### src/sv/gisa_pkg.sv
// ---------------------------------------------------------------------------
// gisa_pkg: shared types and constants for the grouped integer sum core
// Word layouts, the decoded operation code and the back-end state type.
// ---------------------------------------------------------------------------
package gisa_pkg;

    // Default number of groups and the group field width
    localparam int GISA_GROUPS  = 256;
    localparam int GISA_GRP_W   = 8;
    localparam int GISA_DATA_W  = 32;

    // Missing marker: the most negative 32-bit value
    localparam logic [GISA_DATA_W-1:0] GISA_MARK = {1'b1, {(GISA_DATA_W-1){1'b0}}};

    // Function codes carried on the input word
    localparam logic [1:0] FUNC_ACC   = 2'd0;
    localparam logic [1:0] FUNC_READ  = 2'd1;
    localparam logic [1:0] FUNC_CLEAR = 2'd2;

    typedef struct packed {
        logic [1:0]                    func;
        logic [GISA_GRP_W-1:0]         group;
        logic signed [GISA_DATA_W-1:0] sample;
    } gisa_in_t;

    typedef struct packed {
        logic signed [GISA_DATA_W-1:0] total;
        logic                          missing;
        logic                          status;
    } gisa_out_t;

    // Operation decided by the front end
    typedef enum logic [1:0] {
        OP_ACC,
        OP_READ,
        OP_CLEAR,
        OP_SKIP
    } gisa_op_t;

    // Word passed from front end to back end
    typedef struct packed {
        gisa_op_t                      op;
        logic [GISA_GRP_W-1:0]         group;
        logic signed [GISA_DATA_W-1:0] sample;
    } gisa_cmd_t;

    // Back-end sequencer states
    typedef enum logic [1:0] {
        ST_IDLE,
        ST_LOOK,
        ST_HOLD
    } gisa_state_t;

endpackage

### src/sv/gisa_front.sv
// ---------------------------------------------------------------------------
// gisa_front: input acceptance, decode and command queue
// Classifies each input word and holds up to two commands for the back end.
// ---------------------------------------------------------------------------
module gisa_front
    import gisa_pkg::*;
#(
    parameter int GROUPS = GISA_GROUPS
) (
    input  logic      clk,
    input  logic      rst_n,
    input  logic      in_valid,
    output logic      in_ready,
    input  gisa_in_t  in_data,
    output logic      q_valid,
    output gisa_cmd_t q_data,
    input  logic      q_pop
);

    localparam int QDEPTH = 2;

    gisa_cmd_t   mem_reg [QDEPTH];
    logic        wr_ptr_reg, wr_ptr_next;
    logic        rd_ptr_reg, rd_ptr_next;
    logic [1:0]  cnt_reg, cnt_next;
    gisa_cmd_t   cmd;
    logic        push;
    logic        pop;

    // Decode the function code and range-check the group
    always_comb
    begin
        cmd.group  = in_data.group;
        cmd.sample = in_data.sample;
        if (32'(in_data.group) >= GROUPS)
        begin
            cmd.op = OP_SKIP;
        end
        else
        begin
            unique case (in_data.func)
                FUNC_ACC:   cmd.op = OP_ACC;
                FUNC_CLEAR: cmd.op = OP_CLEAR;
                default:    cmd.op = OP_READ;
            endcase
        end
    end

    assign in_ready = (cnt_reg != 2'(QDEPTH));
    assign push     = in_valid && in_ready;
    assign q_valid  = (cnt_reg != 2'd0);
    assign pop      = q_pop && q_valid;
    assign q_data   = mem_reg[rd_ptr_reg];

    // Advance queue pointers and fill count
    always_comb
    begin
        wr_ptr_next = push ? ~wr_ptr_reg : wr_ptr_reg;
        rd_ptr_next = pop  ? ~rd_ptr_reg : rd_ptr_reg;
        cnt_next    = cnt_reg + 2'(push) - 2'(pop);
    end

    always_ff @(posedge clk or negedge rst_n)
    begin
        if (!rst_n)
        begin
            wr_ptr_reg <= 1'b0;
            rd_ptr_reg <= 1'b0;
            cnt_reg    <= 2'd0;
        end
        else
        begin
            wr_ptr_reg <= wr_ptr_next;
            rd_ptr_reg <= rd_ptr_next;
            cnt_reg    <= cnt_next;
        end
    end

    // Store the decoded word
    always_ff @(posedge clk)
    begin
        if (push)
        begin
            mem_reg[wr_ptr_reg] <= cmd;
        end
    end

endmodule

### config.mk
export PLATFORM = sky130hd
export DESIGN_NAME = gisa_front
export DESIGN_NICKNAME = d
export VERILOG_FILES = /design/src/sv/gisa_pkg.sv /design/src/sv/gisa_front.sv
export SDC_FILE = /design/constraint.sdc
export NUM_CORES = 1
export LEC_CHECK = 0
export BUFFER_PORTS_ARGS = -buffer_cell sky130_fd_sc_hd__buf_2
export CAP_MARGIN = 0
export CELL_PAD_IN_SITES_DETAIL_PLACEMENT = 0
export CELL_PAD_IN_SITES_GLOBAL_PLACEMENT = 1
export CORE_MARGIN = 2
export CORE_UTILIZATION = 35
export DETAILED_ROUTE_END_ITERATION = 8
export GPL_TIMING_DRIVEN = 0
export PLACE_DENSITY_LB_ADDON = 0.1
export SETUP_SLACK_MARGIN = 0.3
export SYNTH_ARGS = -nofsm -noshare
export SYNTH_HDL_FRONTEND = slang
export SYNTH_SLANG_ARGS = --single-unit
### constraint.sdc
create_clock -name clk -period 3.65 [get_ports clk]
set_input_delay 0.1825 -clock clk [delete_from_list [all_inputs] [get_ports clk]]
set_output_delay 0.1825 -clock clk [all_outputs]
set_load 0.005 [all_outputs]
==> metrics.txt, run 1 <==
Critical Path Start Type register; clk_skew 0.00829 ns; design area 4290 um^2; Vias 1,748; Period minus WS final 1.89 ns; largest area contributor in the synthesized netlist edfxtp_1; Initial Utilization 0.358; Synth top area share 0.770; Max transition margin 0.534; max incr delay on CP 0.56 ns; yosys warns 0; WL per Instance 14.6 um; Power, Total 3.04 mW; met3 WL 427 um; mapped cell area 3270 um^2; highest metal used met4; Die W 101 um; Critical Path RT 3.70 ns; largest net degree at the start of global routing 24; Root Buffer Master clkbuf_8; Gate Count Post-Synth 155; Die Ht 101 um; io pins 90; Die ar. 10,100 um^2; Met1 Wirelength 2.45 mm; final setup TNS 0 ns; Hold Violations, Final 0; met2 wire len 2.80 mm; Placed Area 3910 um^2; Antenna Cells 0; Slew Viols, Final 0; leakage 1.61 nW; Worst setup EP type register; CTS tree yes; Comb power frac 0.314; RSZ-0062 raised after global routing false; synth top area cells edfxtp_1, mux2_2, dfrtp_1, buf_6, xnor2_1; PD cells 709 nW/um^2; final net count 323; crit-path cells nand2b_1, nand2_1, nor2_4, buf_12; Core Region 9150 um^2; Setup Viol. Count Final 0; antenna violations before repair 0; share of cells above drive strength 1 0.552; status completed; Syn Area/Cell 21.1 um^2; # rows 35; first-pass GRT wire length 8.70 mm; HP Class input pin to register; internal power 2.20 mW; sequential area share after synthesis 0.801; Clock Pin Slew Worst Setup and Hold Paths 0.08 ns; Seq pwr share 0.474; max reg flops 84; Layout Area Growth over Synthesis 31.0%; Max-Cap Viols 0; Synth Register Bits 88; Port Buf Inserts 89; Detailed Route WL 5.74 mm; largest fanout on the critical path 22; clock latency on the worst-skew pair 0.34 ns; antenna viol nets, final 0; Detail Placement HPWL 3.65 mm; vias in the first global route 1,757; grt ovf 0; count of clock tree sinks 88; fmax 528 MHz; first-pass iteration count of the detailed router 4; Via-to-Cell Ratio 4.46; clock buffer depth 2; drt drc 0; Syn Nets 202; worst vdd ir 252 uV; Global Route Usage Sum 0.117; Initial DRC Count 40; Net Sw Power 840 uW; clock share of power 0.212; routability congestion estimate from global placement 0.643; period utilization 0.519; count of cell types in the netlist 19; Num CTS Buffers 9; H-tree depth 3; Sw Ratio 0.276; CP max stage cell nor2_4; crit path kind register to register; Slew @ Worst Pin 0.698 ns; arrival time worst endpoint 1.94 ns; buffers inserted by post-CTS timing repair 0
## stage by stage
stage / util / setup WS, ns / hold slack, ns / cells
global placement: 0.422 / -0.514 / -0.00401 / 355
floorplan: - / 0.781 / -0.113 / 155
global route: 0.468 / 1.59 / 0.000183 / 392
CTS: 0.453 / 1.69 / 0.00111 / 378
detailed placement: 0.427 / 1.71 / -0.00134 / 357
finish: 0.468 / 1.76 / 0.0230 / 392
## placed cells by master, fill, tap and decap left out, types with 2 or more instances in the layout
cell type      Yosys  layout
clkbuf_8           0       9
clkinvlp_4         0       2
buf_12             0       2
xnor2_1            3       3
edfxtp_1          84      84
buf_2              1      90
nand2_1            2       2
dlygate4sd3_1      0      19
nor2b_1            2       2
dfrtp_1            4       4
clkbuf_1           1       3
nor2_1             3       2
mux2_2            42      42
buf_6              4       4
## Yosys cell counts, drive strengths merged
cell type / number
nand2: 2
edfxtp: 84
nor2: 3
or2: 1
buf: 5
clkbuf: 1
a32oi: 1
nand3: 1
ha: 1
and3: 1
a21bo: 1
nand2b: 1
xnor2: 3
nor2b: 2
dfrtp: 4
mux2: 42
a211oi: 1
o21ai: 1
## power groups by stage
stage	registers [mW]	clock network (mW)	logic, mW
global placement	1.48	0	0.934
floorplan	1.46	0	0.566
finish	1.44	0.644	0.955
CTS	1.44	0.671	0.981
global route	1.46	0.717	1.06
detailed placement	1.46	0	0.972
## critical path: cells and delay by family (launching register included)
kind | cells | cell delay [ns]
flops | 1 | 0.45
buf+inv | 1 | 0.26
simple gates | 3 | 0.88
## layout make-up
cell class / count / area [um^2]
Clock inverter: 5 / 58.8
Tap cell: 111 / 139
Multi-Input combinational cell: 61 / 607
Timing Repair Buffer: 110 / 676
Buffer: 6 / 53.8
Sequential cell: 88 / 2620
Fill cell: 822 / 4860
Clock buffer: 11 / 131
## kinds of logic (layout without fill, tap and decap cells)
group                    Yosys count  count (layout)  synth area share
flip-flops                        88              88             0.801
multiplexers                      42              42             0.144
AND/OR/NAND/NOR                   11              11            0.0168
buffers and inverters              6             132            0.0164
AO/OA/AOI/OAI                      4               4           0.00955
XOR/XNOR                           3               3           0.00803
adder cells (fa/ha/maj)            1               1           0.00382
## final timing paths
check,endpoint,slack [ns],cells after the start,from
max,mem_reg[0][40],1.76,4,cnt_reg[0]
max in group asynchronous,cnt_reg[0],3.36,2,rst_n
min in group asynchronous,cnt_reg[1],0.17,2,rst_n
min,mem_reg[1][33],0.02,1,in_data[33]
min reg2reg,wr_ptr_reg,0.56,1,wr_ptr_reg
max reg2reg,mem_reg[0][40],1.76,4,cnt_reg[0]
## repair_timing
item | 4_1_cts | 5_1_grt
hold buffers | 5 | 14
gates resized for setup | 0 | 0
hold endpoints to repair | 12 | 26
## routing by layer
metal / global-route usage / up-vias
met1: 0.130 / 837
met5: 0 / -
li1: - / 844
met2: 0.195 / 61
met3: 0.0534 / 6
met4: 0.0506 / 0
Note: power is estimated with default switching activity, not from simulation.
==> inputs of run 2 (changes only) <==
==> constraint.sdc (replaced) <==
create_clock -name clk -period 1.8 [get_ports clk]
set_input_delay 0.09 -clock clk [delete_from_list [all_inputs] [get_ports clk]]
set_output_delay 0.09 -clock clk [all_outputs]
set_load 0.005 [all_outputs]
==> run 2 against run 1 <==
Wire length grew 20%. Combinational power rose to 2.9 times the previous value. Largest power group unchanged. Highest routed layer unchanged. Global-route usage grew 1.3 points.
==> metrics.txt, run 2 (same netlist as run 1, synthesis figures left out) <==
dpl ws -0.339 ns (was 1.71 ns); status completed (unchanged); Core Region 9150 um^2 (unchanged); final setup TNS 0 ns (unchanged); Port Buf Inserts 89 (unchanged); Setup Viol. Count Final 0 (unchanged); max incr delay on CP 0.38 ns (was 0.56 ns); area of the multi-input gates 723 um^2 (was 607 um^2); period utilization 0.912; fmax 609 MHz; Initial Utilization 0.358 (unchanged); Critical Path RT 1.71 ns (was 3.70 ns); Critical Path Start Type register (unchanged); Die Ht 101 um (unchanged); CP max stage cell dfrtp_1 (was nor2_4); H-tree depth 3 (unchanged); Clock Pin Slew Worst Setup and Hold Paths 0.09 ns (was 0.08 ns); share of cells above drive strength 1 0.552 (about the same); CTS tree yes (unchanged); io pins 90 (unchanged); Root Buffer Master clkbuf_8 (unchanged); Via-to-Cell Ratio 4.54 (was 4.46); Die W 101 um (unchanged); max reg flops 84 (unchanged); Hold Violations, Final 0 (unchanged); Reg area 2620 um^2 (about the same); clk_skew 0.00865 ns (was 0.00829 ns); most frequent cells in the layout edfxtp_1, buf_2, dlygate4sd3_1 (was buf_2, edfxtp_1, mux2_2); largest net degree at the start of global routing 43 (was 24); most used cell, CP buf_6; WL per Instance 16.0 um (was 14.6 um); RSZ-0062 raised after global routing true (was false); Max-Cap Viols 0 (unchanged); Buf/Inv on CP 4 (was 1); worst vdd ir 731 uV (was 252 uV); count of clock tree sinks 88 (unchanged); largest fanout on the critical path 8 (was 22); Slew @ Worst Pin 0.313 ns (was 0.698 ns); vias in the first global route 1,943 (was 1,757); Num CTS Buffers 9 (unchanged); grt ovf 0 (unchanged); antenna violations before repair 0 (unchanged); Initial DRC Count 66 (was 40); start point of the worst hold path q_pop (was in_data[33]); routability congestion estimate from global placement 0.632 (was 0.643); Top Family by Delay on Critical Path buffers and inverters (was simple AND/OR/NAND/NOR gates); Antenna Cells 0 (unchanged); antenna viol nets, final 0 (unchanged); Layout Area Growth over Synthesis 49.9% (was 31.0%); Fill cells 770 (was 822); crit-path cells buf_6, buf_6, buf_12, mux2_4, buf_6 (was nand2b_1, nand2_1, nor2_4, buf_12); Detailed Route WL 6.90 mm (was 5.74 mm); commonest non-fill, non-tap cell in the layout edfxtp_1 (was buf_2); first-pass iteration count of the detailed router 4 (unchanged); Detail Placement HPWL 3.56 mm (was 3.65 mm); HP Class input pin to register (unchanged); crit path kind register to primary output (was register to register); first-pass GRT wire length 9.70 mm (was 8.70 mm); arrival time worst endpoint 1.55 ns (was 1.94 ns); clock buffer depth 2 (unchanged); Die ar. 10,100 um^2 (unchanged); leakage 1.91 nW (was 1.61 nW); Power, Total 7.26 mW (was 3.04 mW); # rows 35 (unchanged); Slew Viols, Final 0 (unchanged); Period minus WS final 1.64 ns; Max transition margin 0.791 (was 0.534); PD cells 1480 nW/um^2 (was 709 nW/um^2); Worst setup EP type primary output (was register); Global Route Usage Sum 0.130 (was 0.117); fin util 0.536 (was 0.468); reg2reg start cnt_reg[0] (unchanged); final net count 361 (was 323); crit path launch rd_ptr_reg (was cnt_reg[0]); Vias 1,954 (was 1,748); Final WS setup 0.158 ns (was 1.76 ns); drt drc 0 (unchanged); clock latency on the worst-skew pair 0.35 ns (was 0.34 ns)
## run 2: worst min-delay path, cell delays in order
cell	delay, ns
buf_2	0.13
nand2_1	0.08
xnor2_1	0.06
## run 2: worst paths after layout
| check | endpoint | slack, ns | depth (start not counted) |
|---|---|---|---|
| max in group asynchronous | wr_ptr_reg | 1.58 | 2 |
| hold reg to reg | cnt_reg[0] | 0.65 | 1 |
| hold / removal | rd_ptr_reg | 0.04 | 3 |
| setup reg to reg | mem_reg[1][10] | 0.38 | 2 |
| setup / recovery | q_data[37] | 0.16 | 5 |
| min in group asynchronous | rd_ptr_reg | 0.08 | 2 |
## run 2: cell type report
class,instances,share of cell area
Buffer,6,0.0148
Clock buffer,9,0.0252
Clock inverter,7,0.0194
Multi-Input combinational cell,67,0.147
Sequential cell,88,0.535
Tap cell,111,0.0283
Timing Repair Buffer,142,0.230
## run 2: what timing repair did
action,4_1_cts,5_1_grt
setup buffers,3,7
gates resized for setup,28,9
endpoints found under the hold margin,84,0
pin swaps,3,4
setup endpoints to repair,126,114
cloned,4,4
hold buffers,41,0
## run 2: per-layer routing
layer  vias up  share of wire  routed length, um  global-route usage
met5         -              0                  0                   0
met4         0          0.010                 69              0.0443
met3         8          0.061                418              0.0458
met2        61           0.48               3300               0.207
met1       942           0.45               3120               0.166
li1        943              -                  -                   -
## run 2: power breakdown
part,total (mW),internal [mW],leakage (nW),switching [mW]
Combinational,2.80,1.66,0.969,1.14
Clock,1.48,0.784,0.110,0.699
Sequential,2.98,2.80,0.828,0.182
Total,7.26,5.24,1.91,2.02
## run 2: per-stage QoR
stage | hold slack (ns) | std cells | instance area [um^2]
3_5_place_dp | -0.0937 | 355 | 3880
6_report | 0.0409 | 430 | 4910
3_3_place_gp | -0.0957 | 355 | 3880
5_1_grt | 0.0315 | 430 | 4910
2_1_floorplan | -0.206 | 155 | 3300
4_1_cts | 0.0220 | 419 | 4740
==> inputs of run 3 (changes only) <==
--- a/config.mk
+++ b/config.mk
@@ -5,6 +5,7 @@
 export SDC_FILE = /design/constraint.sdc
 export NUM_CORES = 1
 export LEC_CHECK = 0
+export ABC_AREA = 1
 export BUFFER_PORTS_ARGS = -buffer_cell sky130_fd_sc_hd__buf_2
 export CAP_MARGIN = 0
 export CELL_PAD_IN_SITES_DETAIL_PLACEMENT = 0
==> run 3 against run 2 <==
Largest power group is now combinational cells. Clock-buffer cell count unchanged. First-iteration DRC count down 24%. Sequential cell count unchanged. Non-clock buffer count up 13. Register-to-register slack worse by 0.11 ns. Global-route usage up 0.76 points. Synthesized area up 1.5%. Largest cell class unchanged. Sequential share of layout area down 1.8 points. Hold slack worse by 0.021 ns. Wire length up 9.6%. Sequential power about the same.
==> metrics.txt, run 3 <==
max incr delay on CP 0.44 ns (was 0.38 ns); crit-path cells inv_2, nand2_4, nand2_8, buf_4, buf_4, nor2_4, buf_12 (was buf_6, buf_6, buf_12, mux2_4, buf_6); Slew @ Worst Pin 0.414 ns (was 0.313 ns); CTS tree yes (unchanged); clock latency on the worst-skew pair 0.35 ns (about the same); Core Region 9240 um^2 (was 9150 um^2); # rows 35 (unchanged); most frequent cells in the layout nand2_1, buf_2, edfxtp_1 (was edfxtp_1, buf_2, dlygate4sd3_1); Vias 2,370 (was 1,954); clock buffer depth 2 (unchanged); Levels on crit path 7 (was 5); Global Route Usage Sum 0.138 (was 0.130); largest fanout on the critical path 10 (was 8); sequential area share after synthesis 0.789 (was 0.801); antenna violations before repair 0 (unchanged); clk_skew 0.00818 ns (was 0.00865 ns); first-pass GRT wire length 10.3 mm (was 9.70 mm); EDFF count, synth 84 (unchanged); Synth top area share 0.759 (was 0.770); Placed Area 3940 um^2 (was 3880 um^2); routability congestion estimate from global placement 0.707 (was 0.632); worst vdd ir 819 uV (was 731 uV); final net count 470 (was 361); RSZ-0062 raised after global routing true (unchanged); Syn Area/Cell 13.1 um^2 (was 21.1 um^2); Synth top cells by count nand2_1, edfxtp_1, inv_1 (was edfxtp_1, mux2_2, buf_6, dfrtp_1); arrival time worst endpoint 1.60 ns (was 1.55 ns); max reg flops 84 (unchanged); yosys warns 0 (unchanged); highest metal used met4 (unchanged); Syn Nets 301 (was 202); Period minus WS final 1.53 ns (was 1.64 ns); Fill cells 805 (was 770); Gate Count Post-Synth 254 (was 155); asr flop ratio synth 0.0455 (unchanged); Detailed Route WL 7.56 mm (was 6.90 mm); synth top area cells edfxtp_1, nand2_1, dfrtp_1, buf_6, inv_1 (was edfxtp_1, mux2_2, dfrtp_1, buf_6, xnor2_1); count of clock tree sinks 88 (unchanged); Met1 Wirelength 3.25 mm (was 3.12 mm); period utilization 0.850 (was 0.912); PD cells 1460 nW/um^2 (was 1480 nW/um^2); area of the multi-input gates 803 um^2 (was 723 um^2); Synth Register Bits 88 (unchanged); Layout Cells excl Fill 557 (was 430); Layout Area Growth over Synthesis 53.1% (was 49.9%); crit path kind register to register (was register to primary output); largest net degree at the start of global routing 22 (was 43); design area 5090 um^2 (was 4910 um^2); Synth Flop Type edfxtp_1 (unchanged); Root Buffer Master clkbuf_8 (unchanged); Power, Total 7.45 mW (was 7.26 mW); grt ovf 0 (unchanged); Initial Utilization 0.360 (was 0.358); Initial DRC Count 50 (was 66); WL per Instance 13.6 um (was 16.0 um); Buf/Inv on CP 4 (unchanged); io pins 90 (unchanged); Die W 101 um (about the same); fmax 654 MHz (was 609 MHz); met3 WL 286 um (was 418 um); Detail Placement HPWL 3.89 mm (was 3.56 mm); HP Class input pin to register (unchanged); Die Ht 101 um (about the same); hold depth 3 (unchanged); Antenna Cells 0 (unchanged); largest area contributor in the synthesized netlist edfxtp_1 (unchanged); leakage 2.17 nW (was 1.91 nW); Top Family by Delay on Critical Path buffers and inverters (unchanged); Worst setup EP type register (was primary output); Clock Pin Slew Worst Setup and Hold Paths 0.09 ns (about the same); Worst R2R Path Depth 7 (was 2); Critical Path RT 1.87 ns (was 1.71 ns); Reg area 2630 um^2 (was 2620 um^2); count leader, synth nand2_1 (was edfxtp_1); Max transition margin 0.724 (was 0.791); first-pass iteration count of the detailed router 4 (unchanged); commonest non-fill, non-tap cell in the layout nand2_1 (was edfxtp_1); count of cell types in the netlist 18 (was 19); Critical Path Start Type register (unchanged); Port Buf Inserts 89 (unchanged); mapped cell area 3320 um^2 (was 3270 um^2); most used cell, CP buf_4 (was buf_6); antenna viol nets, final 0 (unchanged); drt drc 0 (unchanged); Num CTS Buffers 9 (unchanged); Cells after DPL 472 (was 355); Slew Viols, Final 0 (unchanged); Die ar. 10,300 um^2 (was 10,100 um^2); vias in the first global route 2,193 (was 1,943); Via-to-Cell Ratio 4.25 (was 4.54); final setup TNS 0 ns (unchanged); Hold Violations, Final 0 (unchanged); status completed (unchanged); Max-Cap Viols 0 (unchanged); share of cells above drive strength 1 0.432 (was 0.552); Setup Viol. Count Final 0 (unchanged); CP max stage cell dfrtp_2 (was dfrtp_1); H-tree depth 3 (unchanged); met2 wire len 3.89 mm (was 3.30 mm)
-- run 3: path summary, 6_finish.rpt --
path	startpoint	endpoint	slack, ns
max	cnt_reg[0]	mem_reg[1][39]	0.27
max in group asynchronous	rst_n	cnt_reg[1]	1.58
min in group asynchronous	rst_n	cnt_reg[0]	0.07
min reg2reg	cnt_reg[0]	rd_ptr_reg	0.69
max reg2reg	cnt_reg[0]	mem_reg[1][39]	0.27
min	q_pop	rd_ptr_reg	0.02
-- run 3: layer usage --
layer	global-route usage	up-vias
met1	0.167	1120
met2	0.231	53
met4	0.0655	0
li1	-	1186
met3	0.0338	11
met5	0	-
-- run 3: what timing repair did --
item                                   4_1_cts  5_1_grt
setup endpoints to repair                   87      115
gates resized for setup                      5       63
hold buffers                                41        0
endpoints found under the hold margin       84        0
setup buffers                                2       15
pin swaps                                    3       21
gates cloned                                 3        8
-- run 3: through the flow --
stage	hold slack, ns	worst slack (ns)	utilization
floorplan	-0.206	0.142	-
global placement	-0.0914	-0.316	0.427
detailed placement	-0.0926	-0.316	0.427
CTS	0.0447	0.0878	0.497
global route	0.00648	0.216	0.551
finish	0.0199	0.270	0.551
-- run 3: cell families (layout without fill, tap and decap cells) --
family          count (synthesis)  count (layout)  synth area share
xor+xnor                        1               1           0.00264
compound gates                  2               2           0.00301
buf+inv                        19             187            0.0346
fa+ha+maj                       1               1           0.00376
flops                          88              88             0.789
simple gates                  143             149             0.167
-- run 3: final cells by class --
cell class                 instances  share of cell area
sequential                        88               0.516
timing repair buffer             151               0.229
multi-input combinational        153               0.158
tap                              129              0.0317
clock buffer                       9              0.0243
buffer                            10              0.0207
clock inverter                     7             0.00959
inverter                           9             0.00910
timing repair inverter             1             0.00172
-- run 3: where the power goes --
group          total, mW  switching [mW]  internal [mW]
Clock               1.19           0.694          0.499
Combinational       3.26            1.70           1.56
Sequential          3.00           0.201           2.80
-- run 3: tightest hold or removal path, delay by kind of cell --
family                 cells  cell delay (ns)
AO/OA/AOI/OAI              1             0.07
XOR/XNOR                   1             0.06
buffers and inverters      1             0.11
